--- src/hw/rtl/kmd_pkg.sv ---
`timescale 1ns / 1ps
`default_nettype none
// ----------------------------------------------------------------------------
// kmd_pkg: shared types and constants for the keypad majority debounce
// Key index encoding, window defaults, threshold reset and the character map.
// ----------------------------------------------------------------------------
package kmd_pkg;

  localparam int unsigned KEY_W          = 5;
  localparam int unsigned KEY_BINS       = 17;
  localparam int unsigned MATRIX_W       = 16;
  localparam int unsigned CHAR_W         = 7;
  localparam int unsigned THRESH_W       = 3;
  localparam int unsigned WINDOW_LEN_DEF = 6;

  localparam logic [KEY_W-1:0]    NO_KEY     = 5'd16;
  localparam logic [THRESH_W-1:0] THRESH_RST = 3'd4;

  // Item handed from the sample stage to the vote stages
  typedef struct packed {
    logic             valid;
    logic [KEY_W-1:0] raw;
  } kmd_s1_t;

  // Fixed keypad legend, row-major
  function automatic logic [CHAR_W-1:0] key_legend_f(input logic [KEY_W-1:0] idx);
    logic [CHAR_W-1:0] ch;
    ch = 7'h4E;                  // 'N'
    unique case (idx)
      5'd0:    ch = 7'h31;       // '1'
      5'd1:    ch = 7'h32;       // '2'
      5'd2:    ch = 7'h33;       // '3'
      5'd3:    ch = 7'h6E;       // 'n'
      5'd4:    ch = 7'h34;       // '4'
      5'd5:    ch = 7'h35;       // '5'
      5'd6:    ch = 7'h36;       // '6'
      5'd7:    ch = 7'h46;       // 'F'
      5'd8:    ch = 7'h37;       // '7'
      5'd9:    ch = 7'h38;       // '8'
      5'd10:   ch = 7'h39;       // '9'
      5'd11:   ch = 7'h6E;       // 'n'
      5'd12:   ch = 7'h2A;       // '*'
      5'd13:   ch = 7'h30;       // '0'
      5'd14:   ch = 7'h23;       // '#'
      5'd15:   ch = 7'h52;       // 'R'
      default: ch = 7'h4E;       // 'N'
    endcase
    return ch;
  endfunction

endpackage
`default_nettype wire

--- src/hw/rtl/kmd_cell.sv ---
`timescale 1ns / 1ps
`default_nettype none
// ----------------------------------------------------------------------------
// kmd_cell: one slot of the sample window
// Holds one raw index and passes it to the next slot on every accepted item.
// ----------------------------------------------------------------------------
module kmd_cell
  import kmd_pkg::*;
(
  input  wire logic             clk_i,
  input  wire logic             rst_ni,
  input  wire logic             shift_i,
  input  wire logic [KEY_W-1:0] sample_i,
  output logic      [KEY_W-1:0] sample_o
);

  logic [KEY_W-1:0] sample_q;

  always_ff @(posedge clk_i or negedge rst_ni) begin
    if (!rst_ni) begin
      sample_q <= NO_KEY;
    end else if (shift_i) begin
      sample_q <= sample_i;
    end
  end

  assign sample_o = sample_q;

endmodule
`default_nettype wire

--- config.mk ---
export PLATFORM = sky130hd
export DESIGN_NAME = kmd_cell
export DESIGN_NICKNAME = d
export VERILOG_FILES = /design/src/hw/rtl/kmd_pkg.sv /design/src/hw/rtl/kmd_cell.sv
export SDC_FILE = /design/constraint.sdc
export NUM_CORES = 1
export LEC_CHECK = 0
export ABC_AREA = 1
export BUFFER_PORTS_ARGS = -buffer_cell sky130_fd_sc_hd__buf_2
export CAP_MARGIN = 10
export CORE_AREA = 2 2 39 41
export CTS_BUF_LIST = sky130_fd_sc_hd__clkbuf_2 sky130_fd_sc_hd__clkbuf_4 sky130_fd_sc_hd__clkbuf_8
export CTS_CLUSTER_DIAMETER = 80
export DETAILED_ROUTE_END_ITERATION = 7
export DIE_AREA = 0 0 41 43
export PLACE_DENSITY_LB_ADDON = 0.1
export SYNTH_ARGS = -nofsm -noshare
export SYNTH_HDL_FRONTEND = slang
export SYNTH_SLANG_ARGS = --single-unit
export TNS_END_PERCENT = 5
--- constraint.sdc ---
create_clock -name clk_i -period 0.8 [get_ports clk_i]
set_input_delay 0.08 -clock clk_i [delete_from_list [all_inputs] [get_ports clk_i]]
set_output_delay 0.08 -clock clk_i [all_outputs]
set_load 0.01 [all_outputs]
==> results.py <==
metrics = {
    "synth": {
        "syn-instance-count": 21,
        "netlist_area_um2": 186.4,
        "synth_cell_types": 4,
        "ys_seq_elements": 5,
        "syn_nets": 29,
        "ys_seq_area_frac": 0.6779,
        "postSynthAreaPerCell_um2": 8.878,
        "yosys_warnings": 0,
    },
    "run": {
        "drv_cap": 0,
    },
    "placement": {
        "place_area_um2": 266.5,
        "dp_cells": 49,
        "port_buffers": 12,
        "preCtsSetupSlack_ns": 0.09635,
        "globalplace.congestion": 0.6377,
    },
    "global_route": {
        "grt_overflow_total": 0,
        "antenna_found_initial": 0,
        "grt_max_degree": 7,
        "grt.total_usage": 0.08283,
        "grt_first_pass_wirelength_um": 828,
        "first_global_vias": 199,
    },
    "clock_network": {
        "cts_tree": "built",
        "clk_path_buf_depth": 2,
        "root_buffer": "clkbuf_4",
        "post_cts_buffers": 0,
        "clkTransAtPathRegs_ns": 0.04,
        "clkLatencyLatePin_ns": 0.24,
        "htree_levels": 1,
        "clock_sinks": 5,
        "cts_buffers": 3,
    },
    "outcome": {
        "status": "finished with violations",
        "violations": "negative setup slack",
    },
    "timing": {
        "layout_setup_ws_ns": -0.1461,
        "worst_hold_slack_ns": 0.03660,
        "timing.slew.headroom": 0.9153,
        "rsz0062_at_grt": "yes",
        "drv_slew": 0,
        "fmax_mhz": 1057,
        "period_share": 1.183,
        "hold_violations": 0,
        "period_needed_ns": 0.9461,
        "setup_violations": 5,
        "skew_ns": 0,
        "tightest_slew_ns": 0.1270,
    },
    "layout": {
        "antenna_cells": 0,
        "final_area_um2": 319.1,
        "final_cells": 54,
        "regArea_um2": 126.4,
        "layout-drive-gt1-share": 0.4737,
        "nets": 47,
        "largest_reg_flops": 5,
        "fillerInstances": 162,
        "area_growth_pct": 71.14,
        "multi_input_area_um2": 56.30,
    },
    "critical_path": {
        "crit_arrival_ns": 0.87,
        "cp-start-kind": "flop",
        "critPathCaptureType": "primary output",
        "cp.required_ns": 0.72,
        "slowest_stage": "dfstp_2",
        "path_cells": "buf_6",
        "path_buf_inv": 1,
        "crit_type": "reg -> out",
        "crit_fanout": 2,
        "crit_family": "flip-flops",
        "slowest_delay_ns": 0.53,
    },
    "routing": {
        "route.detailed.drc": 0,
        "num_vias": 194,
        "drt_wl_total_um": 482,
        "firstDrtPassIters": 2,
        "wl_per_cell_um": 8.926,
        "ant_nets": 0,
        "vias_per_cell": 3.593,
        "drtIter0Drc": 1,
    },
    "pwr": {
        "cellPowerDensity_nw_per_um2": 2250,
        "p_leak_nw": 0.1820,
        "total_power_mw": 0.7177,
        "vdd_ir_drop_max_v": 0.001016,
    },
    "floorplan": {
        "coreArea_um2": 1384,
        "rows": 14,
        "ios": 13,
        "die-area_um2": 1763,
        "die_x_um": 41,
        "die-height_um": 43,
        "start_util": 0.1347,
    },
    "worst_hold_path": {
        "min_path_type": "in -> reg",
    },
}
==> synthesized netlist by cell type <==
| cell | number | area (µm²) |
|---|---|---|
| nand2_1 | 15 | 56.30 |
| dfrtp_1 | 4 | 100.1 |
| dfstp_2 | 1 | 26.28 |
| inv_2 | 1 | 3.750 |
==> final cells by class <==
cell class,instances,share of cell area
Tap cell,16,0.06275
Inverter,1,0.01176
Sequential cell,5,0.3961
Multi-Input combinational cell,15,0.1765
Timing Repair Buffer,13,0.2588
Clock buffer,4,0.09412
==> report_power, final <==
| part | leakage [nW] | internal [mW] | total (mW) | switching (mW) |
|---|---|---|---|---|
| sequential | 0.0592 | 0.280 | 0.292 | 0.0122 |
| clock | 0.0184 | 0.222 | 0.327 | 0.105 |
| combinational | 0.104 | 0.0508 | 0.0986 | 0.0478 |
==> layer usage <==
layer | global-route usage | wire [µm] | vias up
met5 | 0 | 0 | -
met2 | 0.1000 | 203 | 9
met3 | 0.06283 | 45 | 4
met1 | 0.07541 | 206 | 85
met4 | 0.1000 | 25 | 0
li1 | - | - | 96
==> cell families after synthesis <==
| family | Yosys count | synth area share |
|---|---|---|
| buffers and inverters | 1 | 0.02011 |
| DFF | 5 | 0.6779 |
| and+or+nand+nor | 15 | 0.3020 |
==> what timing repair did <==
action                     CTS  global route
setup endpoints to repair    5             5
hold buffers                 1             0
resized for setup            1             1
hold endpoints to repair     5             0
==> final timing paths <==
kind | start | endpoint | slack (ns) | cells after the start
worst max-delay path | sample_o[4]$_DFFE_PN1P_ | sample_o[4] | -0.15 | 1
worst min-delay path | sample_i[4] | sample_o[4]$_DFFE_PN1P_ | 0.04 | 3
worst max register to register | sample_o[4]$_DFFE_PN1P_ | sample_o[4]$_DFFE_PN1P_ | 0.11 | 2
worst min register to register | sample_o[2]$_DFFE_PN0P_ | sample_o[2]$_DFFE_PN0P_ | 0.47 | 2
max in group asynchronous | rst_ni | sample_o[4]$_DFFE_PN1P_ | 0.41 | 2
min in group asynchronous | rst_ni | sample_o[0]$_DFFE_PN0P_ | 0.18 | 2
==> layout by cell type, fill, tap and decap left out <==
cell           count
clkbuf_4           4
dfrtp_1            4
dlygate4sd3_1      1
buf_6              2
inv_2              1
nand2_1           15
buf_2             10
dfstp_2            1
==> stage by stage <==
step	util	setup TNS, ns
finish	0.2306	-0.2543
global placement	0.1926	0
CTS	0.2260	-0.3182
global route	0.2306	-0.4307
floorplan	-	0
detailed placement	0.1926	0
(Power assumes the default switching activity.)
